**src/rtl/tcpseg_pkg.sv**
```systemverilog
package tcpseg_pkg;

    localparam int MAX_PAYLOAD    = 2048;
    localparam int CNT_W          = $clog2(MAX_PAYLOAD + 1);
    localparam int POS_W          = 12;

    localparam int IP_HLEN        = 20;
    localparam int TCP_HLEN_BASE  = 20;
    localparam int TCP_HLEN_SYN   = 24;
    localparam int SYN_BIT        = 1;

    localparam int QDEPTH         = 4;
    localparam int QAW            = $clog2(QDEPTH);
    localparam int QCW            = $clog2(QDEPTH + 1);

    localparam logic [7:0]  IP_VER_IHL   = 8'h45;
    localparam logic [7:0]  IP_FLAGS_DF  = 8'h40;
    localparam logic [7:0]  IP_TTL       = 8'd64;
    localparam logic [7:0]  IP_PROTO_TCP = 8'd6;
    localparam logic [7:0]  TCP_WIN_HI   = 8'hFA;
    localparam logic [7:0]  TCP_WIN_LO   = 8'hF0;
    localparam logic [7:0]  OPT_KIND_MSS = 8'h02;
    localparam logic [7:0]  OPT_LEN_MSS  = 8'h04;
    localparam logic [7:0]  MSS_HI       = 8'h05;
    localparam logic [7:0]  MSS_LO       = 8'hB4;

    // one queue entry: an optional payload beat and an optional header job
    typedef struct packed {
        logic             has_pl;
        logic [POS_W-1:0] pl_pos;
        logic [7:0]       pl_byte;
        logic             has_hdr;
        logic             ovf;
        logic [15:0]      psum;
        logic [15:0]      tcp_len;
        logic [31:0]      src;
        logic [31:0]      dst;
        logic [15:0]      sport;
        logic [15:0]      dport;
        logic [31:0]      seq;
        logic [31:0]      ack;
        logic [7:0]       flags;
    } seg_entry_t;

    function automatic logic [15:0] ones_add(input logic [15:0] a, input logic [15:0] b);
        logic [16:0] s;
        s = {1'b0, a} + {1'b0, b};
        return s[15:0] + {15'd0, s[16]};
    endfunction

endpackage

```
**src/rtl/tcpseg_front.sv**
```systemverilog
module tcpseg_front (
    input  logic                      clk,
    input  logic                      rst_n,
    input  logic                      push,
    input  logic                      q_full,
    input  logic [7:0]                payload_byte,
    input  logic                      has_byte,
    input  logic                      end_of_packet,
    input  logic [31:0]               src_addr,
    input  logic [31:0]               dst_addr,
    input  logic [15:0]               tcp_sport,
    input  logic [15:0]               tcp_dport,
    input  logic [31:0]               seq_number,
    input  logic [31:0]               ack_number,
    input  logic [7:0]                tcp_flag_bits,
    output logic                      q_push,
    output tcpseg_pkg::seg_entry_t    q_data
);
    import tcpseg_pkg::*;

    logic [15:0]      sum_reg, sum_next;
    logic [CNT_W-1:0] count_reg, count_next;
    logic [7:0]       pend_reg, pend_next;
    logic             odd_reg, odd_next;
    logic             ovf_reg, ovf_next;

    logic             accept;
    logic             take;
    logic             drop;
    logic             syn;
    logic [POS_W-1:0] pl_base;
    logic [15:0]      tcp_hlen;

    always_comb
    begin
        accept   = push && !q_full;
        take     = accept && has_byte && (count_reg < CNT_W'(MAX_PAYLOAD));
        drop     = accept && has_byte && !(count_reg < CNT_W'(MAX_PAYLOAD));
        syn      = tcp_flag_bits[SYN_BIT];
        pl_base  = syn ? POS_W'(IP_HLEN + TCP_HLEN_SYN) : POS_W'(IP_HLEN + TCP_HLEN_BASE);
        tcp_hlen = syn ? 16'(TCP_HLEN_SYN) : 16'(TCP_HLEN_BASE);

        sum_next   = sum_reg;
        pend_next  = pend_reg;
        odd_next   = odd_reg;
        count_next = count_reg;
        ovf_next   = ovf_reg | drop;
        if (take)
        begin
            count_next = count_reg + CNT_W'(1);
            if (odd_reg)
            begin
                sum_next  = ones_add(sum_reg, {pend_reg, payload_byte});
                pend_next = 8'd0;
                odd_next  = 1'b0;
            end
            else
            begin
                pend_next = payload_byte;
                odd_next  = 1'b1;
            end
        end

        q_push          = take || (accept && end_of_packet);
        q_data.has_pl   = take;
        q_data.pl_pos   = pl_base + POS_W'(count_reg);
        q_data.pl_byte  = payload_byte;
        q_data.has_hdr  = end_of_packet;
        q_data.ovf      = ovf_next;
        q_data.psum     = odd_next ? ones_add(sum_next, {pend_next, 8'd0}) : sum_next;
        q_data.tcp_len  = tcp_hlen + 16'(count_next);
        q_data.src      = src_addr;
        q_data.dst      = dst_addr;
        q_data.sport    = tcp_sport;
        q_data.dport    = tcp_dport;
        q_data.seq      = seq_number;
        q_data.ack      = ack_number;
        q_data.flags    = tcp_flag_bits;
    end

    always_ff @(posedge clk or negedge rst_n)
    begin
        if (!rst_n)
        begin
            sum_reg   <= '0;
            count_reg <= '0;
            pend_reg  <= '0;
            odd_reg   <= 1'b0;
            ovf_reg   <= 1'b0;
        end
        else if (accept)
        begin
            if (end_of_packet)
            begin
                sum_reg   <= '0;
                count_reg <= '0;
                pend_reg  <= '0;
                odd_reg   <= 1'b0;
                ovf_reg   <= 1'b0;
            end
            else
            begin
                sum_reg   <= sum_next;
                count_reg <= count_next;
                pend_reg  <= pend_next;
                odd_reg   <= odd_next;
                ovf_reg   <= ovf_next;
            end
        end
    end

endmodule

```
**src/rtl/tcpseg_fifo.sv**
```systemverilog
module tcpseg_fifo (
    input  logic                      clk,
    input  logic                      rst_n,
    input  logic                      wr_en,
    input  tcpseg_pkg::seg_entry_t    wr_data,
    input  logic                      rd_en,
    output tcpseg_pkg::seg_entry_t    rd_data,
    output logic                      full,
    output logic                      empty
);
    import tcpseg_pkg::*;

    seg_entry_t     mem_reg [QDEPTH];
    logic [QAW-1:0] wr_ptr_reg, wr_ptr_next;
    logic [QAW-1:0] rd_ptr_reg, rd_ptr_next;
    logic [QCW-1:0] count_reg, count_next;

    always_comb
    begin
        full        = (count_reg == QCW'(QDEPTH));
        empty       = (count_reg == '0);
        rd_data     = mem_reg[rd_ptr_reg];
        wr_ptr_next = wr_en ? wr_ptr_reg + QAW'(1) : wr_ptr_reg;
        rd_ptr_next = rd_en ? rd_ptr_reg + QAW'(1) : rd_ptr_reg;
        count_next  = count_reg;
        if (wr_en && !rd_en)
            count_next = count_reg + QCW'(1);
        else if (!wr_en && rd_en)
            count_next = count_reg - QCW'(1);
    end

    always_ff @(posedge clk)
    begin
        if (wr_en)
            mem_reg[wr_ptr_reg] <= wr_data;
    end

    always_ff @(posedge clk or negedge rst_n)
    begin
        if (!rst_n)
        begin
            wr_ptr_reg <= '0;
            rd_ptr_reg <= '0;
            count_reg  <= '0;
        end
        else
        begin
            wr_ptr_reg <= wr_ptr_next;
            rd_ptr_reg <= rd_ptr_next;
            count_reg  <= count_next;
        end
    end

    a_no_write_full: assert property (@(posedge clk) disable iff (!rst_n)
        wr_en |-> (!full || rd_en))
        else $error("queue written while full");

    a_no_read_empty: assert property (@(posedge clk) disable iff (!rst_n)
        rd_en |-> !empty)
        else $error("queue read while empty");

endmodule

```
**src/rtl/tcpseg_back.sv**
```systemverilog
module tcpseg_back (
    input  logic                      clk,
    input  logic                      rst_n,
    input  logic                      q_empty,
    input  tcpseg_pkg::seg_entry_t    q_data,
    output logic                      q_pop,
    input  logic                      pop,
    output logic                      empty,
    output logic [tcpseg_pkg::POS_W-1:0] position,
    output logic [7:0]                out_byte,
    output logic                      is_header,
    output logic                      overflow,
    output logic                      final_res
);
    import tcpseg_pkg::*;

    seg_entry_t       cur_reg, cur_next;
    logic             pl_pend_reg, pl_pend_next;
    logic             hdr_act_reg, hdr_act_next;
    logic [4:0]       step_reg, step_next;
    logic [5:0]       eidx_reg, eidx_next;
    logic [15:0]      ip_acc_reg, ip_acc_next;
    logic [15:0]      tcp_acc_reg, tcp_acc_next;

    logic             out_valid_reg, out_valid_next;
    logic [POS_W-1:0] out_pos_reg, out_pos_next;
    logic [7:0]       out_byte_reg, out_byte_next;
    logic             out_hdr_reg, out_hdr_next;
    logic             out_ovf_reg, out_ovf_next;
    logic             out_fin_reg, out_fin_next;

    logic             syn;
    logic [5:0]       hlen;
    logic [5:0]       tcp_hlen;
    logic [4:0]       nsteps;
    logic [15:0]      total;
    logic [15:0]      ip_word;
    logic [15:0]      tcp_word;
    logic             slot_free;
    logic             gate_ok;
    logic             emit_pl;
    logic             emit_hdr;
    logic             last_hdr;
    logic             done_now;
    logic             busy;
    logic             load;
    logic [7:0]       hbyte;

    function automatic logic [7:0] hdr_byte(
        input seg_entry_t e, input logic [5:0] idx, input logic [15:0] tot,
        input logic [7:0] doff, input logic [15:0] ipck, input logic [15:0] tcpck);
        logic [7:0] b;
        unique case (idx) inside
            6'd0:  b = IP_VER_IHL;
            6'd2:  b = tot[15:8];
            6'd3:  b = tot[7:0];
            6'd6:  b = IP_FLAGS_DF;
            6'd8:  b = IP_TTL;
            6'd9:  b = IP_PROTO_TCP;
            6'd10: b = ipck[15:8];
            6'd11: b = ipck[7:0];
            6'd12: b = e.src[31:24];
            6'd13: b = e.src[23:16];
            6'd14: b = e.src[15:8];
            6'd15: b = e.src[7:0];
            6'd16: b = e.dst[31:24];
            6'd17: b = e.dst[23:16];
            6'd18: b = e.dst[15:8];
            6'd19: b = e.dst[7:0];
            6'd20: b = e.sport[15:8];
            6'd21: b = e.sport[7:0];
            6'd22: b = e.dport[15:8];
            6'd23: b = e.dport[7:0];
            6'd24: b = e.seq[31:24];
            6'd25: b = e.seq[23:16];
            6'd26: b = e.seq[15:8];
            6'd27: b = e.seq[7:0];
            6'd28: b = e.ack[31:24];
            6'd29: b = e.ack[23:16];
            6'd30: b = e.ack[15:8];
            6'd31: b = e.ack[7:0];
            6'd32: b = doff;
            6'd33: b = e.flags;
            6'd34: b = TCP_WIN_HI;
            6'd35: b = TCP_WIN_LO;
            6'd36: b = tcpck[15:8];
            6'd37: b = tcpck[7:0];
            6'd40: b = OPT_KIND_MSS;
            6'd41: b = OPT_LEN_MSS;
            6'd42: b = MSS_HI;
            6'd43: b = MSS_LO;
            6'd1, 6'd4, 6'd5, 6'd7, 6'd38, 6'd39: b = 8'd0;
            default: b = 8'd0;
        endcase
        return b;
    endfunction

    always_comb
    begin
        syn      = cur_reg.flags[SYN_BIT];
        tcp_hlen = syn ? 6'(TCP_HLEN_SYN) : 6'(TCP_HLEN_BASE);
        hlen     = 6'(IP_HLEN) + tcp_hlen;
        nsteps   = syn ? 5'd18 : 5'd16;
        total    = 16'(IP_HLEN) + cur_reg.tcp_len;

        unique case (step_reg[2:0])
            3'd0:    ip_word = {IP_VER_IHL, 8'd0};
            3'd1:    ip_word = total;
            3'd2:    ip_word = {IP_FLAGS_DF, 8'd0};
            3'd3:    ip_word = {IP_TTL, IP_PROTO_TCP};
            3'd4:    ip_word = cur_reg.src[31:16];
            3'd5:    ip_word = cur_reg.src[15:0];
            3'd6:    ip_word = cur_reg.dst[31:16];
            3'd7:    ip_word = cur_reg.dst[15:0];
            default: ip_word = 16'd0;
        endcase

        unique case (step_reg)
            5'd0:    tcp_word = cur_reg.src[31:16];
            5'd1:    tcp_word = cur_reg.src[15:0];
            5'd2:    tcp_word = cur_reg.dst[31:16];
            5'd3:    tcp_word = cur_reg.dst[15:0];
            5'd4:    tcp_word = {8'd0, IP_PROTO_TCP};
            5'd5:    tcp_word = cur_reg.tcp_len;
            5'd6:    tcp_word = cur_reg.sport;
            5'd7:    tcp_word = cur_reg.dport;
            5'd8:    tcp_word = cur_reg.seq[31:16];
            5'd9:    tcp_word = cur_reg.seq[15:0];
            5'd10:   tcp_word = cur_reg.ack[31:16];
            5'd11:   tcp_word = cur_reg.ack[15:0];
            5'd12:   tcp_word = {tcp_hlen[5:2], 4'd0, cur_reg.flags};
            5'd13:   tcp_word = {TCP_WIN_HI, TCP_WIN_LO};
            5'd16:   tcp_word = {OPT_KIND_MSS, OPT_LEN_MSS};
            5'd17:   tcp_word = {MSS_HI, MSS_LO};
            default: tcp_word = 16'd0;
        endcase

        hbyte = hdr_byte(cur_reg, eidx_reg, total, {tcp_hlen[5:2], 4'd0},
                         ~ip_acc_reg, ~tcp_acc_reg);

        // checksum bytes wait for their sums
        gate_ok   = (eidx_reg < 6'd10 || step_reg >= 5'd8)
                 && (eidx_reg < 6'd36 || step_reg >= nsteps);
        slot_free = !out_valid_reg || pop;
        emit_pl   = slot_free && pl_pend_reg;
        emit_hdr  = slot_free && !pl_pend_reg && hdr_act_reg && gate_ok;
        last_hdr  = (eidx_reg == hlen - 6'd1);
        done_now  = (emit_pl && !hdr_act_reg) || (emit_hdr && last_hdr);
        busy      = pl_pend_reg || hdr_act_reg;
        load      = !q_empty && (!busy || done_now);
        q_pop     = load;

        cur_next     = cur_reg;
        pl_pend_next = pl_pend_reg;
        hdr_act_next = hdr_act_reg;
        step_next    = step_reg;
        eidx_next    = eidx_reg;
        ip_acc_next  = ip_acc_reg;
        tcp_acc_next = tcp_acc_reg;

        if (hdr_act_reg && step_reg < nsteps)
        begin
            step_next    = step_reg + 5'd1;
            tcp_acc_next = ones_add(tcp_acc_reg, tcp_word);
            if (step_reg < 5'd8)
                ip_acc_next = ones_add(ip_acc_reg, ip_word);
        end
        if (emit_pl)
            pl_pend_next = 1'b0;
        if (emit_hdr)
        begin
            eidx_next = eidx_reg + 6'd1;
            if (last_hdr)
                hdr_act_next = 1'b0;
        end
        if (load)
        begin
            cur_next     = q_data;
            pl_pend_next = q_data.has_pl;
            hdr_act_next = q_data.has_hdr;
            step_next    = '0;
            eidx_next    = '0;
            ip_acc_next  = '0;
            tcp_acc_next = q_data.psum;
        end

        out_valid_next = out_valid_reg && !pop;
        out_pos_next   = out_pos_reg;
        out_byte_next  = out_byte_reg;
        out_hdr_next   = out_hdr_reg;
        out_ovf_next   = out_ovf_reg;
        out_fin_next   = out_fin_reg;
        if (emit_pl)
        begin
            out_valid_next = 1'b1;
            out_pos_next   = cur_reg.pl_pos;
            out_byte_next  = cur_reg.pl_byte;
            out_hdr_next   = 1'b0;
            out_ovf_next   = 1'b0;
            out_fin_next   = 1'b0;
        end
        else if (emit_hdr)
        begin
            out_valid_next = 1'b1;
            out_pos_next   = POS_W'(eidx_reg);
            out_byte_next  = hbyte;
            out_hdr_next   = 1'b1;
            out_ovf_next   = cur_reg.ovf;
            out_fin_next   = last_hdr;
        end
    end

    always_ff @(posedge clk)
    begin
        cur_reg      <= cur_next;
        ip_acc_reg   <= ip_acc_next;
        tcp_acc_reg  <= tcp_acc_next;
        out_pos_reg  <= out_pos_next;
        out_byte_reg <= out_byte_next;
        out_hdr_reg  <= out_hdr_next;
        out_ovf_reg  <= out_ovf_next;
        out_fin_reg  <= out_fin_next;
    end

    always_ff @(posedge clk or negedge rst_n)
    begin
        if (!rst_n)
        begin
            pl_pend_reg   <= 1'b0;
            hdr_act_reg   <= 1'b0;
            step_reg      <= '0;
            eidx_reg      <= '0;
            out_valid_reg <= 1'b0;
        end
        else
        begin
            pl_pend_reg   <= pl_pend_next;
            hdr_act_reg   <= hdr_act_next;
            step_reg      <= step_next;
            eidx_reg      <= eidx_next;
            out_valid_reg <= out_valid_next;
        end
    end

    assign empty     = !out_valid_reg;
    assign position  = out_pos_reg;
    assign out_byte  = out_byte_reg;
    assign is_header = out_hdr_reg;
    assign overflow  = out_ovf_reg;
    assign final_res = out_fin_reg;

    a_final_is_last_hdr: assert property (@(posedge clk) disable iff (!rst_n)
        (out_valid_reg && out_fin_reg) |->
            (out_hdr_reg && (out_pos_reg == POS_W'(39) || out_pos_reg == POS_W'(43))))
        else $error("final beat is not the last header byte");

    a_step_bound: assert property (@(posedge clk) disable iff (!rst_n)
        hdr_act_reg |-> (step_reg <= nsteps))
        else $error("checksum step past end");

    a_final_after_sum: assert property (@(posedge clk) disable iff (!rst_n)
        (emit_hdr && last_hdr) |-> (step_reg == nsteps && !pl_pend_reg))
        else $error("header closed before checksum done");

    a_pl_beat_flags: assert property (@(posedge clk) disable iff (!rst_n)
        (out_valid_reg && !out_hdr_reg) |-> (!out_ovf_reg && !out_fin_reg))
        else $error("payload beat carries header flags");

endmodule

```
**src/rtl/tcp_ipv4_segment_builder_unit.sv**
```systemverilog
// IPv4/TCP segment builder. Payload bytes go in one beat per clock while full is
// low and come out one beat per clock while pop takes them, at their packet
// position (40 or 44 plus index; 44 with SYN), with a running one's-complement
// sum kept on the way in. The item flagged end_of_packet is followed by 40 header
// beats (44 when SYN adds the MSS option), one per clock while pop takes them,
// positions 0 upward, final_res on the last. Both checksums are built by a
// one-word-per-clock sequencer that runs alongside the header output. A 4-entry
// queue sits between the input side and the output side; input stalls (full) only
// while the queue is full. Payload beyond 2048 bytes is dropped and reported
// through overflow on the header beats.
module tcp_ipv4_segment_builder_unit (
    input  logic                           clk,
    input  logic                           rst_n,
    input  logic                           push,
    output logic                           full,
    input  logic [7:0]                     payload_byte,
    input  logic                           has_byte,
    input  logic                           end_of_packet,
    input  logic [31:0]                    src_addr,
    input  logic [31:0]                    dst_addr,
    input  logic [15:0]                    tcp_sport,
    input  logic [15:0]                    tcp_dport,
    input  logic [31:0]                    seq_number,
    input  logic [31:0]                    ack_number,
    input  logic [7:0]                     tcp_flag_bits,
    output logic                           empty,
    input  logic                           pop,
    output logic [tcpseg_pkg::POS_W-1:0]   position,
    output logic [7:0]                     out_byte,
    output logic                           is_header,
    output logic                           overflow,
    output logic                           final_res
);
    import tcpseg_pkg::*;

    seg_entry_t wr_data;
    seg_entry_t rd_data;
    logic       wr_en;
    logic       rd_en;
    logic       q_empty;

    tcpseg_front u_front (
        .clk           (clk),
        .rst_n         (rst_n),
        .push          (push),
        .q_full        (full),
        .payload_byte  (payload_byte),
        .has_byte      (has_byte),
        .end_of_packet (end_of_packet),
        .src_addr      (src_addr),
        .dst_addr      (dst_addr),
        .tcp_sport     (tcp_sport),
        .tcp_dport     (tcp_dport),
        .seq_number    (seq_number),
        .ack_number    (ack_number),
        .tcp_flag_bits (tcp_flag_bits),
        .q_push        (wr_en),
        .q_data        (wr_data)
    );

    tcpseg_fifo u_fifo (
        .clk     (clk),
        .rst_n   (rst_n),
        .wr_en   (wr_en),
        .wr_data (wr_data),
        .rd_en   (rd_en),
        .rd_data (rd_data),
        .full    (full),
        .empty   (q_empty)
    );

    tcpseg_back u_back (
        .clk       (clk),
        .rst_n     (rst_n),
        .q_empty   (q_empty),
        .q_data    (rd_data),
        .q_pop     (rd_en),
        .pop       (pop),
        .empty     (empty),
        .position  (position),
        .out_byte  (out_byte),
        .is_header (is_header),
        .overflow  (overflow),
        .final_res (final_res)
    );

endmodule
```
**config.mk**
```make
export PLATFORM = sky130hd
export DESIGN_NAME = tcp_ipv4_segment_builder_unit
export DESIGN_NICKNAME = d
export VERILOG_FILES = /design/src/rtl/tcpseg_pkg.sv /design/src/rtl/tcpseg_front.sv /design/src/rtl/tcpseg_fifo.sv /design/src/rtl/tcpseg_back.sv /design/src/rtl/tcp_ipv4_segment_builder_unit.sv
export SDC_FILE = /design/constraint.sdc
export NUM_CORES = 1
export LEC_CHECK = 0
export ABC_CLOCK_PERIOD_IN_PS = 11600
export BUFFER_PORTS_ARGS = -buffer_cell sky130_fd_sc_hd__buf_2
export CORE_MARGIN = 4
export CORE_UTILIZATION = 30
export DETAILED_ROUTE_END_ITERATION = 7
export HOLD_SLACK_MARGIN = 0.12
export PLACE_DENSITY_LB_ADDON = 0.12
export SYNTH_ARGS = -nofsm -noshare
export SYNTH_HDL_FRONTEND = slang
export SYNTH_SLANG_ARGS = --single-unit
```
**constraint.sdc**
```tcl
create_clock -name clk -period 11.6 [get_ports clk]
set_clock_uncertainty 0.1 [all_clocks]
set_input_delay 0.58 -clock clk [delete_from_list [all_inputs] [get_ports clk]]
set_output_delay 0.58 -clock clk [all_outputs]
set_load 0.02 [all_outputs]
```
# After elaboration in Yosys (flattened, before gate mapping)
# Memory sizes are Yosys's and may differ from the RTL's.
# Index checks and enable logic that the tools add are counted.
dict set report totals {
  reg_bits 319
  latchBits 0
  ramBits 892
  rom_bits 0
  in_bits 182
  out_inout_bits 25
  word_cells 211
  memories 1
}
dict set report classes {
  addsub 20
  multipliers 0
  n_div 0
  magnitude_cmp 7
  eq_ne 61
  n_shift 0
  mux 41
  bitwise 3
  reduce_logical 47
}
# name words width read_ports rd_clocked_by_memory_dff wr line_no
set memory_table {}
lappend memory_table {u_fifo.mem_reg 4 223 1 0 1 tcpseg_fifo.sv:13} ;# seg_entry_t mem_reg [QDEPTH];
# cell n
set op_table {}
lappend op_table {{$pmux 8 s37} 1}
lappend op_table {{$pmux 16 s16} 1}
lappend op_table {{$pmux 16 s8} 1}
lappend op_table {{$eq 6x5->1 const B} 16}
lappend op_table {{$mux 16} 6}
lappend op_table {{$add 16x16->17} 4}
lappend op_table {{$add 16x1->16} 4}
lappend op_table {{$eq 6x6->1 const B} 10}
lappend op_table {{$eq 6x4->1 const B} 8}
lappend op_table {{$mux 12} 4}
lappend op_table {{$mux 8} 5}
lappend op_table {{$not 16->16} 2}
lappend op_table {{$eq 5x4->1 const B} 6}
lappend op_table {{$eq 5x3->1 const B} 4}
lappend op_table {{$logic_and 1x1->1} 17}
lappend op_table {{$add 16x12->16} 1}
lappend op_table {{$add 5x16->16 const A} 1}
lappend op_table {{$eq 3x3->1 const B} 5}
lappend op_table {{$mux 1} 13}
lappend op_table {{$add 12x1->12 const B} 1}
lappend op_table {{$add 12x12->12} 1}
lappend op_table {{$eq 6x2->1 const B} 2}
lappend op_table {{$lt 12x12->1 const B} 1}
lappend op_table {{$mux 6} 2}
lappend op_table {{33 further kinds} 63}

# Depth between registers and ports, before layout
dict set report logic_depth {
  ltp_word 12
  mapped_depth 33
  ltp_nobuf 33
}

# By module
# Synthesis repeated with hierarchy kept, for this count alone.
dict set report unflattened {
  cells_unflattened 3293
  area_unflattened_um2 53333.7
}
# mod instances cells_per_inst area_per_inst_um2 seq_area_each_um2
set modules_own_cells {}
lappend modules_own_cells {tcpseg_fifo 1 1199 32553.7 26960.9}
lappend modules_own_cells {tcpseg_back 1 1328 14811.7 7967.6}
lappend modules_own_cells {tcpseg_front 1 766 5968.2 950.9}

# Worst setup path before layout
# Ideal clock, no wire load.
dict set report synth_path {
  kind {input to register}
  startpoint {in has_byte}
  endpoint {mem u_fifo.mem_reg[0][0] in the netlist's numbering, enable pin}
  setup_time_ns 0.832
  arrival_ns 11.059
  t_required_ns 10.668
  slack_ns -0.391
  stages 6
  path_buffers 1
  cell_sequence {nand3b_1 > nand2b_1 > inv_1 > clkbuf_1 > a21oi_1 > nor2b_1}
}
# item line_no
set synth_rtl {}
lappend synth_rtl {{start: declaration} tcp_ipv4_segment_builder_unit.sv:17} ;# input logic has_byte,
lappend synth_rtl {{end: declaration} tcpseg_fifo.sv:13}

==> qor.yml <==
outcome: "finished, violations left"
violations: "design-rule violations"
maxCapViolCount: 0
drv_slew: 0
pwr_density_cell_nw_per_um2: 267
worst_skew_pair.late_latency_ps: 780
combPwrFrac_pct: 34.0
critPathCaptureType: "flop"
synth_top_area_share_pct: 65.8
nNetsFinal: 3742
gp_congestion: 0.978
syn_nets: 3326
first_iter_violations: 3013
grtUsageTotal_pct: 18.9
cpLargestDelayFamily: "compound AO/OA/AOI/OAI gates"
io_buffers: 206
drt_pre_antenna_iters: 8
drt-total-wl_mm: 168
area_growth_pct: 19.6
met2_usage_pct: 29.9
p_leak_nw: 20.3
grt_util_met3_pct: 3.92
ys_warn_count: 0
async_flop_share_pct: 4.93
total_power_w: 0.0163
reg2reg_slack_ps: 3840
start_util_pct: 30.1
cts_tree: "built"
viasPerCell: 5.28
seq_power_share_pct: 39.6
worst_pin_slew_ps: 1060
fmax_mhz: 126
met1_usage_pct: 25.4
die_area_um2: 177000
arrival_ps: 8360
hp-start: "pop"
hold-path-endpoint: "u_back.pl_pend_reg"
clock_sinks: 1196
crit_type: "in2reg"
clock_path_buffers: 3
cts_setup_buffers: 0
row_count: 151
grt_max_degree: 161
setup_viol: 0
drcViolationCount: 14
syn_area_per_cell_um2: 16.7
pwr-share-clk_pct: 26.4
antenna_found_initial: 5
post_drt_wl_per_cell_um: 28.9
cpPeakStageDelay_ps: 530
ff2ff_path_depth: 33
cpMostUsedCell: "o21ai_0"
switching_share_pct: 35.4
dp.final_hpwl_mm: 115
startpoint_type: "primary input"
path_clk_slew_ps: 60
final_cell_mix: "1118 x edfxtp_1, 220 x mux4_2, 206 x buf_2, 184 x nand2_1, 180 x dlygate4sd3_1"
syn_inst: 3050
yosysSeqAreaShare_pct: 69.4
yosysTopAreaCell: "edfxtp_1"
synth_edf_count: 1118
slowest_stage: "dlygate4sd3_1"
finalHoldViolations: 0
grt_pass1_wl_mm: 238
relSlewSlack_pct: 28.7
p_switching_w: 0.00577
fin_tns_setup_ps: 0
intPower_w: 0.0105
period_share_pct: 68.2
final_util_pct: 36.1
die_y_um: 420
grt_overflow_total: 0
ys_seq_elements: 1196
cp.required_ps: 12050
path_depth: 35
largest_reg_flops: 880
die_w_um: 420
hold_class: "in2reg"
cts_root_buf: "clkbuf_16"
holdPathStages: 3
grt_setup_unrepaired: "false"
final_area_um2: 61100
reg2reg_from: "u_front.sum_reg[0]"
cp_max_fo: 7
core_region_area_um2: 169000
vias: 30611
drive_gt1_share_pct: 20.1
grt.busiest_layer: "met2"
antenna_left: 0
cts_buffers: 139
path_buf_inv: 3
h-tree-depth: 4
final_common_cell: "edfxtp_1"
grt_pass1_vias: 30872
peakVddDrop_uv: 158
boundaryPins: 207
reg2reg_to: "u_fifo.mem_reg[1][199]"
post-route-min-period_ps: 7920
placed_area_um2: 54800
ys.flop_type: "edfxtp_1"
synthesis.area_um2: 51000
yosys-top-cells-area: "edfxtp_1 66%, mux4_2 9.7%, dfrtp_1 2.9%"
yosys.cell_types.count: 99
area by class of cell:
type	count	area, um^2
Multi-Input combinational cell	1640	14800
Inverter	54	203
Clock inverter	73	795
Timing Repair Buffer	435	3310
Antenna cell	4	10.0
Clock buffer	175	3700
Tap cell	2218	2780
Sequential cell	1196	35400
Fill cell	16019	108000
cell families (layout without fill, tap and decap cells):
group | after synthesis | count (layout) | share of synthesized area [%]
compound gates | 566 | 566 | 8.19
xor+xnor | 125 | 125 | 2.23
simple gates | 615 | 615 | 6.00
fa+ha+maj | 95 | 95 | 2.41
buf+inv | 214 | 737 | 1.63
flops | 1196 | 1196 | 69.4
mux | 239 | 239 | 10.1
other cells | 0 | 4 | 0
synthesized netlist by cell type (56+ instances only):
library cell and number:
edfxtp_1 1118, mux4_2 220, nand2_1 184, nor2_1 124, clkbuf_1 107, o21ai_0 105
ha_1 88, a22oi_1 80, xnor2_1 73, nand3_1 66, a221oi_1 62, dfrtp_1 59
a21oi_1 56
worst max path at each step:
| stage | from | end | slack [ps] |
|---|---|---|---|
| global route | payload_byte[0] | u_fifo.mem_reg[1][199] | 2960 |
| finish | payload_byte[0] | u_fifo.mem_reg[1][199] | 3680 |
| detailed placement | payload_byte[0] | u_fifo.mem_reg[1][199] | 3500 |
| floorplan | has_byte | u_fifo.mem_reg[0][0] | -390 |
| CTS | payload_byte[0] | u_fifo.mem_reg[1][199] | 3760 |
| global placement | payload_byte[0] | u_fifo.mem_reg[0][195] | 3560 |
tightest hold or removal path, stage by stage:
cell and delay [ps]:
buf_2 90, nor2b_1 120, a22o_1 250
layer usage:
layer | wire length, um | vias to the layer above
li1 | - | 13265
met1 | 72100 | 15915
met2 | 78400 | 1083
met3 | 10100 | 348
met4 | 6950 | 0
met5 | 0 | -
timing repair:
item	CTS	global route
gates resized for setup	0	0
hold endpoints to repair	723	0
hold buffers	180	0
per-stage QoR:
step           worst slack, ps  instances  hold slack [ps]
2_1_floorplan             -391       3050              184
3_3_place_gp              3560       5363              378
3_5_place_dp              3500       5363              385
4_1_cts                   3760       5791              145
5_1_grt                   2960       5793              184
6_report                  3680       5795              218
power by group through the flow:
stage | Combinational [W] | Clock [W] | Sequential [W]
after floorplan | 0.00372 | 0 | 0.00643
after global placement | 0.00555 | 0 | 0.00652
after detailed placement | 0.00552 | 0 | 0.00652
after CTS | 0.00560 | 0.00444 | 0.00644
after global routing | 0.00603 | 0.00463 | 0.00650
final | 0.00553 | 0.00430 | 0.00645
Note: power is estimated with default switching activity, not from simulation.
